--- config.mk ---
export PLATFORM = sky130hd
export DESIGN_NAME = cwpe_mdu
export DESIGN_NICKNAME = d
export VERILOG_FILES = /design/src/hw/rtl/cwpe_pkg.sv /design/src/hw/rtl/cwpe_mdu.sv
export SDC_FILE = /design/constraint.sdc
export NUM_CORES = 1
export LEC_CHECK = 0
export BUFFER_PORTS_ARGS = -buffer_cell sky130_fd_sc_hd__clkbuf_2
export CORE_ASPECT_RATIO = 1.75
export CORE_MARGIN = 2
export CORE_UTILIZATION = 51
export DETAILED_ROUTE_END_ITERATION = 10
export GPL_ROUTABILITY_DRIVEN = 0
export PLACE_DENSITY_LB_ADDON = 0.05
export SLEW_MARGIN = 20
export SYNTH_ARGS = -nofsm -noshare
export SYNTH_HDL_FRONTEND = slang
export SYNTH_SLANG_ARGS = --single-unit
--- constraint.sdc ---
create_clock -name clk -period 8 [get_ports clk]
set_clock_uncertainty 0.1 [all_clocks]
set_input_delay 0.8 -clock clk [delete_from_list [all_inputs] [get_ports clk]]
set_output_delay 0.8 -clock clk [all_outputs]
set_load 0.02 [all_outputs]
--- src/hw/rtl/cwpe_pkg.sv ---
`timescale 1ns / 1ps
// ----------------------------------------------------------------------------
// cwpe_pkg
// Shared types and constants of the congestion window pacing engine.
// ----------------------------------------------------------------------------
package cwpe_pkg;

	localparam int MAX_WINDOW_SEGMENTS_DEF = 43;
	localparam int TIMEOUT_RESET_LIMIT_DEF = 100;

	localparam int WIN_W  = 20;
	localparam int TIME_W = 48;
	localparam int SEG_W  = 14;
	localparam int PROD_W = 128;
	localparam int MPL_W  = 64;

	localparam logic [WIN_W-1:0]  WINDOW_MAX      = 20'hFFFFF;
	localparam logic [WIN_W-1:0]  MIN_WINDOW      = 20'd15;
	localparam logic [TIME_W-1:0] TIME_MAX        = 48'hFFFF_FFFF_FFFF;
	localparam logic [33:0]       BITS_NS_SCALE   = 34'd8000000000;
	localparam logic [12:0]       RECIP_100       = 13'd5243;   // 2^19/100, rounded up
	localparam logic [7:0]        DUP_THRESHOLD   = 8'd3;
	localparam logic [6:0]        TIMEOUT_SAT     = 7'd127;

	localparam logic [2:0] ACT_ACK     = 3'd0;
	localparam logic [2:0] ACT_DUP     = 3'd1;
	localparam logic [2:0] ACT_QUENCH  = 3'd2;
	localparam logic [2:0] ACT_TIMEOUT = 3'd3;
	localparam logic [2:0] ACT_RTT     = 3'd4;

	localparam logic [2:0] SEND_NOW       = 3'd0;
	localparam logic [2:0] SEND_PACE      = 3'd1;
	localparam logic [2:0] SEND_RETX      = 3'd2;
	localparam logic [2:0] SEND_PACE_RETX = 3'd3;
	localparam logic [2:0] SEND_NONE      = 3'd4;

	localparam logic [1:0] ERR_NONE    = 2'd0;
	localparam logic [1:0] ERR_SRC_RTT = 2'd1;
	localparam logic [1:0] ERR_RTT     = 2'd2;

	localparam logic [2:0] REG_SEGMENT  = 3'd0;
	localparam logic [2:0] REG_DECREASE = 3'd1;
	localparam logic [2:0] REG_ADDITIVE = 3'd2;
	localparam logic [2:0] REG_FR_OFF   = 3'd3;
	localparam logic [2:0] REG_LINK     = 3'd4;

	typedef struct packed {
		logic start;
		logic div;
	} mdu_req_t;

endpackage

--- src/hw/rtl/cwpe_mdu.sv ---
`timescale 1ns / 1ps
// ----------------------------------------------------------------------------
// cwpe_mdu
// Shared shift-add multiplier and restoring divider, one bit per cycle.
// ----------------------------------------------------------------------------
module cwpe_mdu import cwpe_pkg::*; (
	input  logic              clk,
	input  logic              arst_n,
	input  mdu_req_t          req,
	input  logic [PROD_W-1:0] opa,
	input  logic [MPL_W-1:0]  opb,
	output logic              busy,
	output logic [PROD_W-1:0] res
);

	logic              busy_q;
	logic              div_q;
	logic [PROD_W-1:0] acc_q;
	logic [PROD_W-1:0] mc_q;
	logic [MPL_W-1:0]  mp_q;
	logic [WIN_W-1:0]  rem_q;
	logic [5:0]        cnt_q;

	logic [WIN_W:0] rem_sh;
	logic           ge;
	logic [WIN_W:0] rem_sub;

	assign rem_sh  = {rem_q, mp_q[MPL_W-1]};
	assign ge      = rem_sh >= {1'b0, mc_q[WIN_W-1:0]};
	assign rem_sub = rem_sh - {1'b0, mc_q[WIN_W-1:0]};

	always_ff @(posedge clk or negedge arst_n) begin
		if (!arst_n) begin
			busy_q <= 1'b0;
			div_q  <= 1'b0;
		end else if (req.start) begin
			busy_q <= 1'b1;
			div_q  <= req.div;
		end else if (busy_q) begin
			if (div_q) begin
				if (cnt_q == 6'd63) busy_q <= 1'b0;
			end else if (mp_q == '0) begin
				busy_q <= 1'b0;
			end
		end
	end

	always_ff @(posedge clk) begin
		if (req.start) begin
			acc_q <= '0;
			mc_q  <= opa;
			mp_q  <= opb;
			rem_q <= '0;
			cnt_q <= '0;
		end else if (busy_q) begin
			if (div_q) begin
				rem_q <= ge ? rem_sub[WIN_W-1:0] : rem_sh[WIN_W-1:0];
				mp_q  <= {mp_q[MPL_W-2:0], ge};
				cnt_q <= cnt_q + 6'd1;
			end else if (mp_q != '0) begin
				if (mp_q[0]) acc_q <= acc_q + mc_q;
				mc_q <= {mc_q[PROD_W-2:0], 1'b0};
				mp_q <= {1'b0, mp_q[MPL_W-1:1]};
			end
		end
	end

	assign busy = busy_q;
	assign res  = div_q ? {{(PROD_W-MPL_W){1'b0}}, mp_q} : acc_q;

endmodule

==> impl_metrics.ini <==
[run_status]
status = completed

[synth]
synth_cell_type_count = 81
synthDominantCellAreaShare = 0.2290
ys_seq_area_frac = 0.3534
synth_warnings = 0
netlist_area_um2 = 25180
yosys-top-cells-area = edfxtp_1 23%, dfxtp_1 12%, mux2_2 7.7%
yosysTopAreaCell = edfxtp_1
syn_area_per_cell_um2 = 8.579
synth_ff_type = edfxtp_1
synth_async_sr_flop_share = 0.005747
ys_seq_elements = 348
syn_nets = 3281
synth_edf_count = 192
synthCells = 2935

[sta]
hold_viol_final = 0
final_max_slew_viol_count = 0
setup_tns_ps = 0
fin_crit_sh = 0.5796
rsz0062_at_grt = no
setup_viol = 0
relSlewSlack = 0.2785
max_freq_mhz = 215.7
worstMarginPinSlew_ps = 1082
fin_crit_ps = 4637
whs_ps = 367.9

[global_route]
antenna_found_initial = 0
grt_pass1_vias = 23320
grt_pass1_wl_um = 128500
grt_max_degree = 136
grt-ovfl-total = 0
grt.total_usage = 0.3212

[cells_and_area]
syn_to_final_growth_pct = 12.65
final_cell_count_no_fill = 3809
nets = 3472
drive_above_1_share = 0.1937
fill_cells = 4525
final_common_cell = nand2_1
antennaDiodeCount = 0
finish.utilization = 0.5820
layout_common_cells = 430 x nand2_1, 324 x a21oi_1, 323 x clkbuf_2, 275 x o21ai_0, 192 x edfxtp_1

[drt]
vias_per_cell = 6.131
drtPass1Iterations = 6
vias = 23350
wirelength_um = 83990
drcViolationCount = 0
drt_iter0_markers = 1928
wl_per_cell_um = 22.05
postRouteAntennaNets = 0

[clock_network]
cts_tree = yes
cts.sink_count = 348
clock_latency_ps = 560
cts_root_buf = clkbuf_16
cts_buffers = 37
htreeDepth = 2
clockBufferDepth = 3
path_clk_slew_ps = 60
postCtsSetupBuffers = 0
cts_resized = 0

[die]
core_um2 = 48730
dieArea_um2 = 51230
rows = 107
start_util = 0.5167
die_width_um = 172.0
ios = 325
die_h_um = 297.9

[place]
hpwl_um = 64680
port_buffers = 324
dp.cells = 3740

[worst_setup_path]
cp-end-kind = flip-flop
rrSetupSlack_ps = 3360
crit_start = mc_q[0]
critPathArrivalTime_ps = 4940
criticalPathCategory = reg2reg
critPathLaunchType = flip-flop
required_ps = 8300
r2r_start = mc_q[0]
cp_max_fo = 4

[hold_path]
hp-start = req[0]
hp-class = in2reg

[power_and_ir_drop]
leakage_nw = 11.89
ir_drop_uv = 197.0
pwr_density_cell_nw_per_um2 = 239.0

[job]
max_cap_violations = 0
-- logic make-up (layout without fill, tap and decap cells) --
family / Yosys count / in the layout / synth area share
compound gates: 889 / 889 / 0.2113
xor+xnor: 124 / 124 / 0.04313
fa+ha+maj: 150 / 150 / 0.07513
buf+inv: 255 / 475 / 0.03861
flops: 348 / 348 / 0.3534
mux: 248 / 248 / 0.1071
simple gates: 921 / 921 / 0.1712
-- sequential cells by signal, summed over array words and instances, names as in the netlist --
register and flops:
cnt_q 6, acc_q 128, div_q 1, mc_q 128
rem_q 20, mp_q 64, busy 1
-- cell type report --
class | instances | area, um2 | share of cell area
Multi-Input combinational cell | 2332 | 15340 | 0.5407
Clock inverter | 22 | 295.3 | 0.01041
Tap cell | 654 | 818.3 | 0.02885
Clock buffer | 46 | 999.7 | 0.03525
Inverter | 69 | 259.0 | 0.009131
Timing Repair Buffer | 338 | 1752 | 0.06176
Sequential cell | 348 | 8902 | 0.3139
-- metal layers --
| layer | track usage | vias to the layer above | routed length, um |
|---|---|---|---|
| li1 | - | 11100 | - |
| met1 | 0.3571 | 11000 | 31200 |
| met3 | 0.03773 | 293 | 4589 |
| met5 | 0 | - | 0 |
| met4 | 0.1891 | 0 | 5674 |
| met2 | 0.5789 | 961 | 42520 |
-- power by group --
part	internal, mW	switching, mW	total, mW
clock	1.09	0.793	1.88
combinational	0.923	1.54	2.47
sequential	2.18	0.253	2.43
total	4.19	2.59	6.78
-- cell usage after synthesis (76+ instances only) --
library cell,n
dfxtp_1,154
nor2_1,137
clkbuf_1,167
xnor2_1,77
nand4_1,83
o21ai_0,275
nor2b_1,80
nand2_1,432
a21oi_1,325
mux2_2,172
edfxtp_1,192
mux2i_1,76
ha_1,148
-- repair_timing --
action,CTS,global route
endpoints found under the setup margin,0,0
hold buffers,1,0
endpoints found under the hold margin,2,0
-- worst max-delay path, cell delays in order (launching register included) --
cell and delay [ps]:
edfxtp_1 420, ha_1 240, fa_1 440, a211oi_1 370
o21bai_1 150, o21ai_1 280, a31oi_1 250, a211o_1 440
a21oi_1 520, o21ai_0 440, a21oi_1 390, o21ai_0 180
xnor2_1 150, o21ai_0 90
-- metrics by stage --
| step | worst slack (ps) | total power [mW] | instance area [um2] |
|---|---|---|---|
| 2_1_floorplan | 4237 | 4.135 | 25180 |
| 3_3_place_gp | 3583 | 4.843 | 27060 |
| 3_5_place_dp | 3514 | 4.880 | 27060 |
| 4_1_cts | 3491 | 6.772 | 28360 |
| 5_1_grt | 3186 | 7.123 | 28360 |
| 6_report | 3363 | 6.779 | 28360 |
-- path summary, 6_finish.rpt --
kind | end | cells after the start
max | acc_q[114] | 13
min | div_q | 2
max reg2reg | acc_q[114] | 13
min reg2reg | acc_q[93] | 2
max in group asynchronous | div_q | 2
min in group asynchronous | div_q | 2
Note: power is estimated with default switching activity, not from simulation.
